<file path="src/rtl/core/css_pkg.sv">
// Types and constants of the complex sample statistics block.
`timescale 1ns / 1ps
`default_nettype none
package css_pkg;
   localparam int SAMPLE_BITS     = 16;
   localparam int POW_W           = 2 * SAMPLE_BITS;
   localparam int AMP_W           = SAMPLE_BITS + 1;
   localparam int PTOT_W          = 48;
   localparam int ATOT_W          = 33;
   localparam int VAL_W           = 48;
   localparam int INDEX_W         = 16;
   localparam int SCALE_W         = 32;
   localparam int FRAC_BITS       = 24;
   localparam int QUEUE_DEPTH     = 4;
   localparam int MAX_SAMPLES_DEF = 65536;
   localparam int CSR_IDX_W       = 4;

   localparam logic [CSR_IDX_W-1:0] CSR_FFT_MODE  = 4'd0;
   localparam logic [CSR_IDX_W-1:0] CSR_AMP_SCALE = 4'd1;
   localparam logic [SCALE_W-1:0]   AMP_SCALE_RST = 32'h0100_0000;

   localparam logic [3:0] STAT_MAX_I    = 4'd0;
   localparam logic [3:0] STAT_MIN_I    = 4'd1;
   localparam logic [3:0] STAT_MAX_Q    = 4'd2;
   localparam logic [3:0] STAT_MIN_Q    = 4'd3;
   localparam logic [3:0] STAT_MAX_POW  = 4'd4;
   localparam logic [3:0] STAT_MIN_POW  = 4'd5;
   localparam logic [3:0] STAT_TOT_POW  = 4'd6;
   localparam logic [3:0] STAT_MEAN_POW = 4'd7;
   localparam logic [3:0] STAT_MAX_AMP  = 4'd8;
   localparam logic [3:0] STAT_MIN_AMP  = 4'd9;
   localparam logic [3:0] STAT_TOT_AMP  = 4'd10;
   localparam logic [3:0] STAT_MEAN_AMP = 4'd11;

   typedef struct packed {
      logic signed [SAMPLE_BITS-1:0] sample_i;
      logic signed [SAMPLE_BITS-1:0] sample_q;
      logic                          block_end;
   } css_req_type;

   typedef struct packed {
      logic [3:0]              stat_code;
      logic signed [VAL_W-1:0] stat_value;
      logic [INDEX_W-1:0]      stat_index;
      logic                    clipped;
      logic                    run_last;
   } css_rsp_type;

   typedef struct packed {
      logic signed [SAMPLE_BITS-1:0] sample_i;
      logic signed [SAMPLE_BITS-1:0] sample_q;
      logic                          last;
   } css_item_type;
endpackage
`default_nettype wire

</file>
<file path="src/rtl/core/css_front.sv">
// Front end: accepts requests, numbers them within the block and queues them.
`timescale 1ns / 1ps
`default_nettype none
module css_front #(
   parameter int MAX_SAMPLES = css_pkg::MAX_SAMPLES_DEF
) (
   input  wire logic                         clock,
   input  wire logic                         reset,
   input  wire logic                         req_valid,
   output logic                              req_stall,
   input  wire css_pkg::css_req_type         req,
   output logic                              item_valid,
   input  wire logic                         item_pop,
   output css_pkg::css_item_type             item,
   output logic [$clog2(MAX_SAMPLES)-1:0]    item_idx
);
   localparam int IDX_W = $clog2(MAX_SAMPLES);
   localparam int PTR_W = $clog2(css_pkg::QUEUE_DEPTH);
   localparam int CNT_W = $clog2(css_pkg::QUEUE_DEPTH + 1);

   css_pkg::css_item_type q_ff [css_pkg::QUEUE_DEPTH];
   logic [IDX_W-1:0]      qidx_ff [css_pkg::QUEUE_DEPTH];
   logic [PTR_W-1:0]      wr_ff, wr_in, rd_ff, rd_in;
   logic [CNT_W-1:0]      cnt_ff, cnt_in;
   logic [IDX_W-1:0]      idx_ff, idx_in;
   logic                  push, last;

   assign req_stall  = (cnt_ff == CNT_W'(css_pkg::QUEUE_DEPTH));
   assign push       = req_valid && !req_stall;
   assign last       = req.block_end || (idx_ff == IDX_W'(MAX_SAMPLES - 1));
   assign item_valid = (cnt_ff != '0);
   assign item       = q_ff[rd_ff];
   assign item_idx   = qidx_ff[rd_ff];

   always_comb begin
      wr_in  = push ? wr_ff + 1'b1 : wr_ff;
      rd_in  = item_pop ? rd_ff + 1'b1 : rd_ff;
      cnt_in = cnt_ff + CNT_W'(push) - CNT_W'(item_pop);
      idx_in = idx_ff;
      if (push) begin
         idx_in = last ? '0 : idx_ff + 1'b1;
      end
   end

   always_ff @(posedge clock) begin
      if (reset) begin
         wr_ff  <= '0;
         rd_ff  <= '0;
         cnt_ff <= '0;
         idx_ff <= '0;
      end else begin
         wr_ff  <= wr_in;
         rd_ff  <= rd_in;
         cnt_ff <= cnt_in;
         idx_ff <= idx_in;
      end
   end

   always_ff @(posedge clock) begin
      if (push) begin
         q_ff[wr_ff]    <= '{sample_i: req.sample_i, sample_q: req.sample_q, last: last};
         qidx_ff[wr_ff] <= idx_ff;
      end
   end
endmodule
`default_nettype wire

</file>
<file path="src/rtl/core/css_div.sv">
// Serial restoring divider, one quotient bit per cycle.
`timescale 1ns / 1ps
`default_nettype none
module css_div #(
   parameter int DW = css_pkg::PTOT_W,
   parameter int NW = 17
) (
   input  wire logic          clock,
   input  wire logic          reset,
   input  wire logic          start,
   input  wire logic [DW-1:0] dividend,
   input  wire logic [NW-1:0] divisor,
   output logic               done,
   output logic [DW-1:0]      quotient
);
   localparam int CW = $clog2(DW + 1);

   logic [DW-1:0] quo_ff, quo_in;
   logic [NW-1:0] rem_ff, rem_in, dvs_ff, dvs_in;
   logic [CW-1:0] cnt_ff, cnt_in;
   logic          busy_ff, busy_in, done_ff, done_in;
   logic [NW:0]   rem_sh;
   logic          ge;

   assign rem_sh   = {rem_ff, quo_ff[DW-1]};
   assign ge       = (rem_sh >= {1'b0, dvs_ff});
   assign done     = done_ff;
   assign quotient = quo_ff;

   always_comb begin
      quo_in  = quo_ff;
      rem_in  = rem_ff;
      dvs_in  = dvs_ff;
      cnt_in  = cnt_ff;
      busy_in = busy_ff;
      done_in = 1'b0;
      if (start) begin
         quo_in  = dividend;
         rem_in  = '0;
         dvs_in  = divisor;
         cnt_in  = CW'(DW);
         busy_in = 1'b1;
      end else if (busy_ff) begin
         rem_in = ge ? NW'(rem_sh - {1'b0, dvs_ff}) : rem_sh[NW-1:0];
         quo_in = {quo_ff[DW-2:0], ge};
         cnt_in = cnt_ff - 1'b1;
         if (cnt_ff == CW'(1)) begin
            busy_in = 1'b0;
            done_in = 1'b1;
         end
      end
   end

   always_ff @(posedge clock) begin
      if (reset) begin
         busy_ff <= 1'b0;
         done_ff <= 1'b0;
         cnt_ff  <= '0;
      end else begin
         busy_ff <= busy_in;
         done_ff <= done_in;
         cnt_ff  <= cnt_in;
      end
   end

   always_ff @(posedge clock) begin
      quo_ff <= quo_in;
      rem_ff <= rem_in;
      dvs_ff <= dvs_in;
   end
endmodule
`default_nettype wire

</file>
<file path="src/rtl/core/css_back.sv">
// Back end: power, amplitude and statistics update, means and result output.
`timescale 1ns / 1ps
`default_nettype none
module css_back #(
   parameter int MAX_SAMPLES = css_pkg::MAX_SAMPLES_DEF
) (
   input  wire logic                               clock,
   input  wire logic                               reset,
   input  wire logic                               item_valid,
   output logic                                    item_pop,
   input  wire css_pkg::css_item_type              item,
   input  wire logic [$clog2(MAX_SAMPLES)-1:0]     item_idx,
   input  wire logic                               fft_mode,
   input  wire logic [css_pkg::SCALE_W-1:0]        amp_scale,
   output logic                                    rsp_valid,
   input  wire logic                               rsp_stall,
   output css_pkg::css_rsp_type                    rsp
);
   localparam int IDX_W = $clog2(MAX_SAMPLES);
   localparam int CNT_W = $clog2(MAX_SAMPLES + 1);
   localparam int SB    = css_pkg::SAMPLE_BITS;
   localparam int PW    = css_pkg::POW_W;
   localparam int AW    = css_pkg::AMP_W;
   localparam int PTW   = css_pkg::PTOT_W;
   localparam int ATW   = css_pkg::ATOT_W;
   localparam int VW    = css_pkg::VAL_W;
   localparam int PRW   = SB + css_pkg::SCALE_W;
   localparam int RW    = SB + 4;
   localparam int ITW   = $clog2(SB);
   localparam logic [PTW:0] PTOT_MAX = {2'b00, {(PTW-1){1'b1}}};
   localparam logic [ATW:0] ATOT_MAX = {1'b0, {ATW{1'b1}}};

   typedef enum logic [11:0] {
      ST_IDLE   = 12'b0000_0000_0001,
      ST_SQI    = 12'b0000_0000_0010,
      ST_SQQ    = 12'b0000_0000_0100,
      ST_ROOT   = 12'b0000_0000_1000,
      ST_SCALE  = 12'b0000_0001_0000,
      ST_SAT    = 12'b0000_0010_0000,
      ST_SQAMP  = 12'b0000_0100_0000,
      ST_UPDATE = 12'b0000_1000_0000,
      ST_DIVP0  = 12'b0001_0000_0000,
      ST_DIVP   = 12'b0010_0000_0000,
      ST_DIVA   = 12'b0100_0000_0000,
      ST_EMIT   = 12'b1000_0000_0000
   } state_type;

   state_type               state_ff, state_in;
   logic signed [SB-1:0]    si_ff, si_in, sq_ff, sq_in;
   logic                    last_ff, last_in;
   logic [IDX_W-1:0]        idx_ff, idx_in;
   logic [PW-1:0]           pw_ff, pw_in, x_ff, x_in;
   logic [RW-1:0]           rem_ff, rem_in;
   logic [SB-1:0]           root_ff, root_in, amp_ff, amp_in;
   logic [ITW-1:0]          it_ff, it_in;
   logic [PRW-1:0]          prod_ff, prod_in;
   logic [CNT_W-1:0]        n_ff, n_in;
   logic [VW-1:0]           mpow_ff, mpow_in, mamp_ff, mamp_in;
   logic signed [SB-1:0]    imax_ff, imax_in, imin_ff, imin_in;
   logic signed [SB-1:0]    qmax_ff, qmax_in, qmin_ff, qmin_in;
   logic [IDX_W-1:0]        xi_ff [6];
   logic [IDX_W-1:0]        xi_in [6];
   logic [PW-1:0]           pmax_ff, pmax_in, pmin_ff, pmin_in;
   logic [PTW-1:0]          ptot_ff, ptot_in;
   logic [AW-1:0]           amax_ff, amax_in, amin_ff, amin_in;
   logic [ATW-1:0]          atot_ff, atot_in;
   logic                    clip_ff, clip_in;
   logic [3:0]              k_ff, k_in;
   logic                    rsp_valid_ff, rsp_valid_in;
   css_pkg::css_rsp_type    rsp_ff, rsp_in, result;

   logic signed [PW-1:0]    si_w, sq_w;
   logic [RW-1:0]           rem_sh, trial;
   logic                    ge;
   logic [SB-1:0]           root_nx;
   logic [PTW:0]            psum;
   logic [ATW:0]            asum;
   logic [AW-1:0]           amp_x;
   logic                    div_start, div_done, load;
   logic [PTW-1:0]          div_a, div_q;
   logic [IDX_W+15:0]       idx_wide;
   logic [css_pkg::INDEX_W-1:0] res_idx;

   css_div #(.DW(PTW), .NW(CNT_W)) u_div (
      .clock    (clock),
      .reset    (reset),
      .start    (div_start),
      .dividend (div_a),
      .divisor  (n_ff),
      .done     (div_done),
      .quotient (div_q)
   );

   assign si_w     = PW'(si_ff);
   assign sq_w     = PW'(sq_ff);
   assign rem_sh   = {rem_ff[RW-3:0], x_ff[PW-1:PW-2]};
   assign trial    = {2'b00, root_ff, 2'b01};
   assign ge       = (rem_sh >= trial);
   assign root_nx  = {root_ff[SB-2:0], ge};
   assign amp_x    = AW'(amp_ff);
   assign psum     = {1'b0, ptot_ff} + (PTW+1)'(pw_ff);
   assign asum     = {1'b0, atot_ff} + (ATW+1)'(amp_ff);
   assign item_pop = (state_ff == ST_IDLE) && item_valid;
   assign load     = !rsp_valid_ff || !rsp_stall;
   assign rsp_valid = rsp_valid_ff;
   assign rsp       = rsp_ff;

   always_comb begin
      case (k_ff)
         css_pkg::STAT_MAX_I:   idx_wide = (IDX_W+16)'(xi_ff[0]);
         css_pkg::STAT_MIN_I:   idx_wide = (IDX_W+16)'(xi_ff[1]);
         css_pkg::STAT_MAX_Q:   idx_wide = (IDX_W+16)'(xi_ff[2]);
         css_pkg::STAT_MIN_Q:   idx_wide = (IDX_W+16)'(xi_ff[3]);
         css_pkg::STAT_MAX_POW: idx_wide = (IDX_W+16)'(xi_ff[4]);
         css_pkg::STAT_MIN_POW: idx_wide = (IDX_W+16)'(xi_ff[5]);
         default:               idx_wide = '0;
      endcase
      res_idx = idx_wide[15:0];
   end

   always_comb begin
      result = '0;
      result.stat_code  = k_ff;
      result.stat_index = res_idx;
      result.clipped    = clip_ff;
      result.run_last   = (k_ff == css_pkg::STAT_MEAN_AMP);
      case (k_ff)
         css_pkg::STAT_MAX_I:    result.stat_value = VW'(imax_ff);
         css_pkg::STAT_MIN_I:    result.stat_value = VW'(imin_ff);
         css_pkg::STAT_MAX_Q:    result.stat_value = VW'(qmax_ff);
         css_pkg::STAT_MIN_Q:    result.stat_value = VW'(qmin_ff);
         css_pkg::STAT_MAX_POW:  result.stat_value = VW'(pmax_ff);
         css_pkg::STAT_MIN_POW:  result.stat_value = VW'(pmin_ff);
         css_pkg::STAT_TOT_POW:  result.stat_value = VW'(ptot_ff);
         css_pkg::STAT_MEAN_POW: result.stat_value = mpow_ff;
         css_pkg::STAT_MAX_AMP:  result.stat_value = VW'(amax_ff);
         css_pkg::STAT_MIN_AMP:  result.stat_value = VW'(amin_ff);
         css_pkg::STAT_TOT_AMP:  result.stat_value = VW'(atot_ff);
         css_pkg::STAT_MEAN_AMP: result.stat_value = mamp_ff;
         default:                result.stat_value = '0;
      endcase
   end

   always_comb begin
      state_in     = state_ff;
      si_in        = si_ff;
      sq_in        = sq_ff;
      last_in      = last_ff;
      idx_in       = idx_ff;
      pw_in        = pw_ff;
      x_in         = x_ff;
      rem_in       = rem_ff;
      root_in      = root_ff;
      amp_in       = amp_ff;
      it_in        = it_ff;
      prod_in      = prod_ff;
      n_in         = n_ff;
      mpow_in      = mpow_ff;
      mamp_in      = mamp_ff;
      imax_in      = imax_ff;
      imin_in      = imin_ff;
      qmax_in      = qmax_ff;
      qmin_in      = qmin_ff;
      xi_in        = xi_ff;
      pmax_in      = pmax_ff;
      pmin_in      = pmin_ff;
      ptot_in      = ptot_ff;
      amax_in      = amax_ff;
      amin_in      = amin_ff;
      atot_in      = atot_ff;
      clip_in      = clip_ff;
      k_in         = k_ff;
      rsp_valid_in = rsp_valid_ff;
      rsp_in       = rsp_ff;
      div_start    = 1'b0;
      div_a        = ptot_ff;
      if (rsp_valid_ff && !rsp_stall) begin
         rsp_valid_in = 1'b0;
      end
      unique case (state_ff)
         ST_IDLE: begin
            if (item_valid) begin
               si_in    = item.sample_i;
               sq_in    = item.sample_q;
               last_in  = item.last;
               idx_in   = item_idx;
               state_in = ST_SQI;
            end
         end
         ST_SQI: begin
            pw_in    = PW'(si_w * si_w);
            state_in = ST_SQQ;
         end
         ST_SQQ: begin
            pw_in    = pw_ff + PW'(sq_w * sq_w);
            x_in     = pw_in;
            rem_in   = '0;
            root_in  = '0;
            it_in    = '0;
            state_in = ST_ROOT;
         end
         ST_ROOT: begin
            rem_in  = ge ? rem_sh - trial : rem_sh;
            root_in = root_nx;
            x_in    = {x_ff[PW-3:0], 2'b00};
            it_in   = it_ff + 1'b1;
            if (it_ff == ITW'(SB - 1)) begin
               amp_in   = root_nx;
               state_in = fft_mode ? ST_SCALE : ST_UPDATE;
            end
         end
         ST_SCALE: begin
            prod_in  = PRW'(amp_ff) * PRW'(amp_scale);
            state_in = ST_SAT;
         end
         ST_SAT: begin
            if (prod_ff[PRW-1:css_pkg::FRAC_BITS+SB] != '0) begin
               amp_in  = '1;
               clip_in = 1'b1;
            end else begin
               amp_in = prod_ff[css_pkg::FRAC_BITS+SB-1:css_pkg::FRAC_BITS];
            end
            state_in = ST_SQAMP;
         end
         ST_SQAMP: begin
            pw_in    = PW'(amp_ff) * PW'(amp_ff);
            state_in = ST_UPDATE;
         end
         ST_UPDATE: begin
            if (si_ff > imax_ff) begin
               imax_in  = si_ff;
               xi_in[0] = idx_ff;
            end
            if (si_ff < imin_ff) begin
               imin_in  = si_ff;
               xi_in[1] = idx_ff;
            end
            if (sq_ff > qmax_ff) begin
               qmax_in  = sq_ff;
               xi_in[2] = idx_ff;
            end
            if (sq_ff < qmin_ff) begin
               qmin_in  = sq_ff;
               xi_in[3] = idx_ff;
            end
            if (pw_ff > pmax_ff) begin
               pmax_in  = pw_ff;
               xi_in[4] = idx_ff;
            end
            if (pw_ff < pmin_ff) begin
               pmin_in  = pw_ff;
               xi_in[5] = idx_ff;
            end
            ptot_in = (psum > PTOT_MAX) ? PTOT_MAX[PTW-1:0] : psum[PTW-1:0];
            if (amp_x > amax_ff) begin
               amax_in = amp_x;
            end
            if (amp_x < amin_ff) begin
               amin_in = amp_x;
            end
            atot_in  = (asum > ATOT_MAX) ? ATOT_MAX[ATW-1:0] : asum[ATW-1:0];
            n_in     = CNT_W'(idx_ff) + 1'b1;
            state_in = last_ff ? ST_DIVP0 : ST_IDLE;
         end
         ST_DIVP0: begin
            div_start = 1'b1;
            state_in  = ST_DIVP;
         end
         ST_DIVP: begin
            if (div_done) begin
               mpow_in   = div_q;
               div_start = 1'b1;
               div_a     = PTW'(atot_ff);
               state_in  = ST_DIVA;
            end
         end
         ST_DIVA: begin
            if (div_done) begin
               mamp_in  = div_q;
               k_in     = '0;
               state_in = ST_EMIT;
            end
         end
         ST_EMIT: begin
            if (load) begin
               rsp_valid_in = 1'b1;
               rsp_in       = result;
               k_in         = k_ff + 1'b1;
               if (k_ff == css_pkg::STAT_MEAN_AMP) begin
                  imax_in  = {1'b1, {(SB-1){1'b0}}};
                  imin_in  = {1'b0, {(SB-1){1'b1}}};
                  qmax_in  = {1'b1, {(SB-1){1'b0}}};
                  qmin_in  = {1'b0, {(SB-1){1'b1}}};
                  xi_in    = '{default: '0};
                  pmax_in  = '0;
                  pmin_in  = '1;
                  ptot_in  = '0;
                  amax_in  = '0;
                  amin_in  = '1;
                  atot_in  = '0;
                  clip_in  = 1'b0;
                  state_in = ST_IDLE;
               end
            end
         end
         default: begin
            state_in = ST_IDLE;
         end
      endcase
   end

   always_ff @(posedge clock) begin
      if (reset) begin
         state_ff     <= ST_IDLE;
         k_ff         <= '0;
         rsp_valid_ff <= 1'b0;
         imax_ff      <= {1'b1, {(SB-1){1'b0}}};
         imin_ff      <= {1'b0, {(SB-1){1'b1}}};
         qmax_ff      <= {1'b1, {(SB-1){1'b0}}};
         qmin_ff      <= {1'b0, {(SB-1){1'b1}}};
         xi_ff        <= '{default: '0};
         pmax_ff      <= '0;
         pmin_ff      <= '1;
         ptot_ff      <= '0;
         amax_ff      <= '0;
         amin_ff      <= '1;
         atot_ff      <= '0;
         clip_ff      <= 1'b0;
      end else begin
         state_ff     <= state_in;
         k_ff         <= k_in;
         rsp_valid_ff <= rsp_valid_in;
         imax_ff      <= imax_in;
         imin_ff      <= imin_in;
         qmax_ff      <= qmax_in;
         qmin_ff      <= qmin_in;
         xi_ff        <= xi_in;
         pmax_ff      <= pmax_in;
         pmin_ff      <= pmin_in;
         ptot_ff      <= ptot_in;
         amax_ff      <= amax_in;
         amin_ff      <= amin_in;
         atot_ff      <= atot_in;
         clip_ff      <= clip_in;
      end
   end

   always_ff @(posedge clock) begin
      si_ff   <= si_in;
      sq_ff   <= sq_in;
      last_ff <= last_in;
      idx_ff  <= idx_in;
      pw_ff   <= pw_in;
      x_ff    <= x_in;
      rem_ff  <= rem_in;
      root_ff <= root_in;
      amp_ff  <= amp_in;
      it_ff   <= it_in;
      prod_ff <= prod_in;
      n_ff    <= n_in;
      mpow_ff <= mpow_in;
      mamp_ff <= mamp_in;
      rsp_ff  <= rsp_in;
   end
endmodule
`default_nettype wire

</file>
<file path="src/rtl/core/complex_sample_statistics_top.sv">
// Top level of the complex sample statistics block.
// Each request carries one Q1.15 I/Q sample; the back end works on one sample at a
// time through squaring, the 16-step square-root loop and, in FFT mode, the
// scaling multiplies. A four-entry queue lets requests arrive in bursts.
// The last sample of a block adds two serial divisions for the means,
// then twelve results leave at one per cycle while the output is not stalled.
`timescale 1ns / 1ps
`default_nettype none
module complex_sample_statistics_top #(
   parameter int MAX_SAMPLES = css_pkg::MAX_SAMPLES_DEF
) (
   input  wire logic                           clock,
   input  wire logic                           reset,
   input  wire logic                           req_valid,
   output logic                                req_stall,
   input  wire css_pkg::css_req_type           req_data,
   output logic                                rsp_valid,
   input  wire logic                           rsp_stall,
   output css_pkg::css_rsp_type                rsp_data,
   input  wire logic                           csr_valid,
   output logic                                csr_ready,
   input  wire logic [css_pkg::CSR_IDX_W-1:0]  csr_index,
   input  wire logic [css_pkg::SCALE_W-1:0]    csr_wdata
);
   localparam int IDX_W = $clog2(MAX_SAMPLES);

   logic                          fft_ff, fft_in;
   logic [css_pkg::SCALE_W-1:0]   scale_ff, scale_in;
   logic                          item_valid, item_pop;
   css_pkg::css_item_type         item;
   logic [IDX_W-1:0]              item_idx;

   assign csr_ready = 1'b1;

   always_comb begin
      fft_in   = fft_ff;
      scale_in = scale_ff;
      if (csr_valid && csr_ready) begin
         unique case (csr_index)
            css_pkg::CSR_FFT_MODE:  fft_in   = csr_wdata[0];
            css_pkg::CSR_AMP_SCALE: scale_in = csr_wdata;
            default: ;
         endcase
      end
   end

   always_ff @(posedge clock) begin
      if (reset) begin
         fft_ff   <= 1'b0;
         scale_ff <= css_pkg::AMP_SCALE_RST;
      end else begin
         fft_ff   <= fft_in;
         scale_ff <= scale_in;
      end
   end

   css_front #(.MAX_SAMPLES(MAX_SAMPLES)) u_front (
      .clock      (clock),
      .reset      (reset),
      .req_valid  (req_valid),
      .req_stall  (req_stall),
      .req        (req_data),
      .item_valid (item_valid),
      .item_pop   (item_pop),
      .item       (item),
      .item_idx   (item_idx)
   );

   css_back #(.MAX_SAMPLES(MAX_SAMPLES)) u_back (
      .clock      (clock),
      .reset      (reset),
      .item_valid (item_valid),
      .item_pop   (item_pop),
      .item       (item),
      .item_idx   (item_idx),
      .fft_mode   (fft_ff),
      .amp_scale  (scale_ff),
      .rsp_valid  (rsp_valid),
      .rsp_stall  (rsp_stall),
      .rsp        (rsp_data)
   );
endmodule
`default_nettype wire

</file>
<file path="config.mk">
export PLATFORM = sky130hd
export DESIGN_NAME = complex_sample_statistics_top
export DESIGN_NICKNAME = d
export VERILOG_FILES = /design/src/rtl/core/css_pkg.sv /design/src/rtl/core/css_front.sv /design/src/rtl/core/css_div.sv /design/src/rtl/core/css_back.sv /design/src/rtl/core/complex_sample_statistics_top.sv
export SDC_FILE = /design/constraint.sdc
export NUM_CORES = 2
export LEC_CHECK = 0
export BUFFER_PORTS_ARGS = -buffer_cell sky130_fd_sc_hd__buf_2
export CAP_MARGIN = 40
export CORE_AREA = 2 2 378 380
export CTS_CLUSTER_SIZE = 28
export DETAILED_ROUTE_END_ITERATION = 10
export DIE_AREA = 0 0 380 382
export GPL_TIMING_DRIVEN = 0
export PLACE_DENSITY = 0.82
export SLEW_MARGIN = 20
export SYNTH_ARGS = -nofsm -noshare
export SYNTH_HDL_FRONTEND = slang
export SYNTH_HIERARCHICAL = 1
export SYNTH_SLANG_ARGS = --single-unit
</file>
<file path="constraint.sdc">
create_clock -name clock -period 9.4 [get_ports clock]
set_clock_uncertainty 0.05 [all_clocks]
set_input_delay 1.41 -clock clock [delete_from_list [all_inputs] [get_ports clock]]
set_output_delay 1.41 -clock clock [all_outputs]
set_load 0.005 [all_outputs]
</file>
# Word level (Yosys, flattened, before mapping)
# Memories as Yosys holds them, arrays and structs flattened. A register that Yosys moved wholly into a read port is not among the register bits.
# Cells that the tools add are included.
[op_classes]
muxes = 91
multipliers = 4
n_addsub = 14
bitwise = 1
reduce_logical = 40
eq_ne = 43
n_lt_le_gt_ge = 12
[op_table]
columns = ["op", "count"]
rows = [
  ["$pmux 48 s12", 1],
  ["$mux 48", 7],
  ["$mux 16", 17],
  ["$mux 32", 6],
  ["$mux 96", 2],
  ["$pmux 16 s2", 6],
  ["$pmux 32 s2", 3],
  ["$pmux 96 s2", 1],
  ["$pmux 12 s12", 1],
  ["$mux 17", 7],
  ["$mux 33", 3],
  ["$mul 16x16->32", 3],
  ["$pmux 16 s6", 1],
  ["$pmux 32 s3", 1],
  ["$pmux 48 s2", 1],
  ["$mux 12", 6],
  ["$pmux 17 s2", 2],
  ["$pmux 33 s2", 1],
  ["$add 48x32->49", 1],
  ["$gt 49x47->1 const B", 1],
  ["$mul 16x32->48", 1],
  ["$pmux 18 s2", 1],
  ["$reduce_and 4->1", 9],
  ["$add 33x16->34", 1],
  ["other kinds (61)", 122],
]
[word_totals]
reg_bits = 852
inputBits = 74
ramBits = 196
wordCells = 255
output_inout_bits = 73
n_memories = 2
[mem_list]
columns = ["name", "words", "word_bits", "rd", "rd_ports_with_merged_regs", "wr", "line_no", "source"]
rows = [
  ["u_front.q_ff", 4, 33, 1, 1, 1, "css_front.sv:21", "css_pkg::css_item_type q_ff [css_pkg::QUEUE_DEPTH];"],
  ["u_front.qidx_ff", 4, 16, 1, 1, 1, "css_front.sv:22", "logic [IDX_W-1:0] qidx_ff [css_pkg::QUEUE_DEPTH];"],
]

# Logic depth before layout (Yosys ltp)
[depth]
word_depth = 5
ltp_mapped = 28
ltp_nobuf = 25

# Hierarchy
# Netlist, hierarchy kept.
[by_module_without_submodules]
columns = ["mod", "seq_area_each_um2", "cells_each", "instances", "area_each_um2"]
rows = [
  ["css_back", 18357.6, 8032, 1, 76839.9],
  ["css_front", 6386.1, 401, 1, 8343.0],
  ["css_div", 2452.4, 388, 1, 4688.2],
  ["complex_sample_statistics_top", 660.6, 153, 1, 1445.1],
]

# Worst setup path after synthesis
# No wires, ideal clock.
[synth_path]
path_type = "reg2reg"
from = "register u_back.amp_ff[1]"
to = "register u_back.prod_ff[44], data pin"
period_less_slack_ns = 7.020
n_path_buf = 3
stages_incl_launch_ff = 26
required_ns = 9.091
setup_time_ns = 0.259
path_slack_ns = 2.380
arrival_time_ns = 6.711
path_cell_list = "edfxtp_1 clkbuf_1 clkbuf_1 clkbuf_1 nand2_1 fa_1 inv_1 fa_1 inv_1 fa_1 inv_1 fa_1 fa_1 inv_1 fa_1 inv_1 ha_1 and4_1 nand3_1 a2111oi_0 a21oi_1 o21bai_1 a31oi_1 o21ai_0 a21oi_1 xnor2_1"
[synth_via]
elab_chain_len = 1
[synth_rtl]
columns = ["element", "line_no", "source"]
rows = [
  ["from (decl)", "css_back.sv:54", "logic [SB-1:0] root_ff, root_in, amp_ff, amp_in;"],
  ["from (signal assigned)", "css_back.sv:357", "amp_ff <= amp_in;"],
  ["$mul 16x32->48", "css_back.sv:213", "prod_in = PRW'(amp_ff) * PRW'(amp_scale);"],
  ["to (signal assigned)", "css_back.sv:359", "prod_ff <= prod_in;"],
  ["to (decl)", "css_back.sv:56", "logic [PRW-1:0] prod_ff, prod_in;"],
]
# Every way passes these cells.
# A chain may end at the register's enable or synchronous reset.

# Worst setup path after layout
[layout_path]
from = "register u_back.si_ff[8]"
to = "register u_back.pw_ff[30], data pin"
[layout_via]
elab_chain_len = 2
[layout_rtl]
columns = ["element", "line_no", "source"]
rows = [
  ["from (decl)", "css_back.sv:49", "logic signed [SB-1:0] si_ff, si_in, sq_ff, sq_in;"],
  ["from (signal assigned)", "css_back.sv:349", "si_ff <= si_in;"],
  ["$mul 16x16->32", "css_back.sv:191", "pw_in = PW'(si_w * si_w);"],
  ["$pmux 32 s3", "css_back.sv:180", "unique case (state_ff)"],
  ["named net u_back.pw_in[30]", "css_back.sv:52", "logic [PW-1:0] pw_ff, pw_in, x_ff, x_in;"],
  ["to (signal assigned)", "css_back.sv:353", "pw_ff <= pw_in;"],
  ["to (decl)", "css_back.sv:52", ""],
]
# The timed path passes the listed nets, and every way through them passes these cells.

==> flow_results.org <==
** Setup path
- STA puts the critical path data arrival time at 9.53 ns.
- The worst register-to-register path begins at u_back/si_ff[8].
- STA classifies the critical path endpoint as a flip-flop.
- Data on the critical path is required at its endpoint by around 10 ns.
- The critical path in this run is classified as flip-flop to flip-flop.
- Critical Path Fanout Max :: 10
- Startpoint types :: flip-flop
- The most critical setup path has its startpoint at u_back/si_ff[8].

** Layout
- Area of all sequential standard cells :: between 20000 and 30000 um2
- Cells with a size suffix above 1 make up 7.01% of the layout.
- Compared with the post-synthesis result, the final layout area differs by 8.84%.
- Summing all multi-input logic gate instances after layout gives 55800 um2.
- For this run, the post-layout net count is 11100.
- Fill cells in the final layout number 10300.
- Post-route core utilization :: between 70 and 80%
- Number of standard cells in the final layout excluding fillers :: about 11000

** Synthesis
- Number of different library cells in the post-synthesis netlist :: between 100 and 150
- Gate count of the mapped netlist :: approximately 9000
- The most used flip-flop cell after synthesis is sky130_fd_sc_hd__edfxtp_1.
- Counting flops with a built-in enable in the synthesized netlist gives 635.
- The mapped netlist covers 91300 um2.
- A synthesized cell averages 10.2 um2.
- Counting every net in the synthesized netlist gives 10800.
- Of all cell types, the one taking the most synthesized area is sky130_fd_sc_hd__fa_1.
- Largest cells by area after synthesis :: sky130_fd_sc_hd__fa_1 (24%), sky130_fd_sc_hd__edfxtp_1 (21%), sky130_fd_sc_hd__dfxtp_1 (9.6%)
- For this run, the register share of the synthesized area comes to between 30% and 40%.
- Of all flip-flops after synthesis, the portion carrying an async set or reset was 0%.
- Ys Warns :: 6
- After synthesis, the largest area contributor takes up a little under a quarter of total cell area.
- Synthesis inferred around 1100 register bits.

** STA
- Achievable Freq :: 109 MHz
- Clock period minus worst slack :: 9.18 ns
- At the pin with the least slew margin, the transition time is ~1.0 ns.
- Count of final max-slew check failures :: 0
- The final hold violation count came to 0.
- Setup repair after global routing could not meet its margin everywhere.
- Number of setup violations in the final report :: 0
- The worst path uses approximately 100% of the clock period.
- Worst-case headroom to the max-slew limit :: 31.4%

** Clock tree
- TritonCTS clock tree :: done
- Buffers inserted during clock tree synthesis total 110.
- CTS placed an instance of sky130_fd_sc_hd__clkbuf_16 at the clock tree root.
- Clock-pin slew was measured on the worst setup and hold paths at 0.07 ns.
- After clock tree synthesis, the setup repair step added 0 buffers.
- Number of H-tree levels :: 3
- No sink is reached through more buffers than the 3 on the longest clock path.
- Gates resized during post-CTS repair numbered 1.
- The number of hold buffers added after CTS was 0.
- Counting every sink on the clock net gives between 1000 and 1500.
- The later pin in the worst-skew pair is clocked with a latency of between 0.7 and 0.8 ns.

** Run status
- Status :: complete, no violations

** Die
- The floorplan step defined a core boundary enclosing 141000 um2.
- Area of the die :: 145000 um2
- Height of the chip :: 382 um
- Die Width :: approximately 380 um
- I/O pin total :: 147
- The initial utilization of the core area, before any placement, comes to 64.8%.
- Placement row count :: between 100 and 150

** Route
- Final antenna-violating net count :: 0
- For this block, the initial DRC count from the detailed router was 8230.
- Length of the first detailed-routing pass in iterations :: 9
- After detailed routing, the number of vias per cell comes to 6.30.
- The final route contains between 70000 and 80000 vias.
- The final layout contains routed wiring with a total length of approximately 290000 um.
- DRC violations left :: 0
- After detailed routing, the average wire length per cell comes to 26.0 um.

** Job
- Max-cap violations in this run came to 0.

** GRT
- Tot GR Track Use :: 40.6%
- Number of global-route vias before repair :: just over 70000
- Entering global routing, the biggest net connects 44 pins.
- The number of antenna violations at the first check in global routing came to 19.
- Summed over all layers, the global routing overflow is 0.
- The first global-routing pass estimated 441000 um of wire.

** Placed design
- Global placer's final weighted congestion :: 1.03
- Summed over all nets, the half-perimeter wirelength after detailed placement is 231000 um.
- During placement, the flow inserted port buffers numbering 144.
- Placed cells :: ~11000

** Worst hold path
- Hold wc startpoint :: u_back/n_ff[10]
- In this run the worst hold path is classified as flip-flop to flip-flop.
[through the flow]
step / worst slack [ns] / cell area [um2] / hold slack (ns) / setup TNS, ns
after floorplan: 2.38 / 91300 / 0.350 / 0
after global placement: -0.0374 / 94400 / 0.351 / -0.0374
after detailed placement: -0.0566 / 95400 / 0.356 / -0.0993
after CTS: 0.109 / 99200 / 0.368 / 0
after global routing: 0.0811 / 99400 / 0.373 / 0
final: 0.220 / 99400 / 0.364 / 0
[synth_stat cells, drive strengths merged (50+ instances only)]
cell / instances
nor2b: 50
mux2i: 52
nand4: 69
a22o: 131
and2: 331
nand3: 132
nand2: 892
a221oi: 54
a22oi: 114
nor3: 87
dfxtp: 439
buf: 70
o21ai: 287
nor2: 366
xnor2: 170
fa: 1089
inv: 1635
a21oi: 305
edfxtp: 635
xor2: 79
nand2b: 77
a21o: 113
clkbuf: 346
mux2: 82
ha: 659
[per-layer routing]
metal  wire, um  track usage, %  vias to the layer above
li1           -               -                    30500
met5        119               0                        -
met4      21300            24.5                       18
met1     108000            52.4                    35200
met3      34000            10.3                     1084
met2     131000            62.2                     4390
[sequential cells by signal, indices dropped and copies added, names as in the netlist, 33 cells and up, named ones only]
register,count
u_back/mpow_ff,48
u_back/ptot_ff,48
u_back/rsp,70
u_back/mamp_ff,48
u_back/u_div/quotient,48
u_back/atot_ff,33
u_front/q_ff,132
u_front/qidx_ff,64
u_back/xi_ff,96
[kinds of logic (layout without fill, tap and decap cells)]
| logic type | count (synthesis) | count (layout) | synth area share [%] |
|---|---|---|---|
| other | 1 | 15 | 0.00411 |
| AO/OA/AOI/OAI | 1465 | 1465 | 11.2 |
| buffers and inverters | 2054 | 2487 | 8.57 |
| XOR/XNOR | 249 | 249 | 2.39 |
| flip-flops | 1074 | 1074 | 30.5 |
| multiplexers | 183 | 183 | 2.79 |
| AND/OR/NAND/NOR | 2200 | 2200 | 11.6 |
| adder cells (fa/ha/maj) | 1748 | 1748 | 32.9 |
[worst max-delay path, cell delays in order, from the launching register on]
cell	delay, ns
sky130_fd_sc_hd__edfxtp_1	0.51
sky130_fd_sc_hd__clkbuf_1	0.60
sky130_fd_sc_hd__clkbuf_1	0.67
sky130_fd_sc_hd__nand2_1	0.23
sky130_fd_sc_hd__fa_1	0.57
sky130_fd_sc_hd__inv_1	0.06
sky130_fd_sc_hd__fa_1	0.47
sky130_fd_sc_hd__inv_1	0.06
sky130_fd_sc_hd__fa_1	0.50
sky130_fd_sc_hd__inv_1	0.06
sky130_fd_sc_hd__fa_1	0.53
sky130_fd_sc_hd__inv_1	0.05
sky130_fd_sc_hd__fa_1	0.48
sky130_fd_sc_hd__inv_1	0.05
sky130_fd_sc_hd__fa_1	0.48
sky130_fd_sc_hd__ha_1	0.38
sky130_fd_sc_hd__a21o_1	0.21
sky130_fd_sc_hd__a221oi_1	0.40
sky130_fd_sc_hd__nor2_1	0.08
sky130_fd_sc_hd__a221oi_1	0.55
sky130_fd_sc_hd__nor4b_1	0.14
sky130_fd_sc_hd__a2111oi_1	0.62
sky130_fd_sc_hd__a21oi_1	0.17
sky130_fd_sc_hd__xnor2_1	0.35
sky130_fd_sc_hd__buf_4	0.26
sky130_fd_sc_hd__o221ai_1	0.27
[cells in the final DEF, fill, tap and decap left out, types with 67 or more instances in the layout]
cell type                   Yosys  final
sky130_fd_sc_hd__nand2_1      892    891
sky130_fd_sc_hd__xnor2_1      170    170
sky130_fd_sc_hd__nor3_1        86     86
sky130_fd_sc_hd__nand2b_1      77     77
sky130_fd_sc_hd__edfxtp_1     635    635
sky130_fd_sc_hd__inv_1       1634   1633
sky130_fd_sc_hd__clkbuf_16      0    114
sky130_fd_sc_hd__a22oi_1      114    114
sky130_fd_sc_hd__a21o_1       112    112
sky130_fd_sc_hd__nor2_1       365    361
sky130_fd_sc_hd__dfxtp_1      439    439
sky130_fd_sc_hd__buf_2         28    174
sky130_fd_sc_hd__ha_1         659    659
sky130_fd_sc_hd__nand4_1       67     67
sky130_fd_sc_hd__mux2_2        82     82
sky130_fd_sc_hd__a21oi_1      304    302
sky130_fd_sc_hd__o21ai_0      247    245
sky130_fd_sc_hd__xor2_1        79     79
sky130_fd_sc_hd__a22o_1       131    131
sky130_fd_sc_hd__clkbuf_1     346    365
sky130_fd_sc_hd__and2_1       331    331
sky130_fd_sc_hd__fa_1        1089   1089
sky130_fd_sc_hd__nand3_1      131    131
[final cells by class]
cell class,count,area share (%)
Antenna cell,14,0.0352
Buffer,416,1.70
Clock buffer,158,3.16
Clock inverter,52,0.648
Inverter,1638,6.19
Multi-Input combinational cell,5846,56.1
Sequential cell,1074,28.0
Tap cell,1890,2.38
Timing Repair Buffer,223,1.76
[path summary, 6_finish.rpt]
kind / to / slack (ns) / cells after the start
worst min-delay path: u_back/u_div/dvs_ff[10] / 0.36 / 0
worst max register to register: u_back/pw_ff[30] / 0.22 / 25
worst max-delay path: u_back/pw_ff[30] / 0.22 / 25
worst min register to register: u_back/u_div/dvs_ff[10] / 0.36 / 0
Power is left out: the tool's default activity adds up to more than one toggle a clock period on the data nets, which glitch-free logic cannot reach.
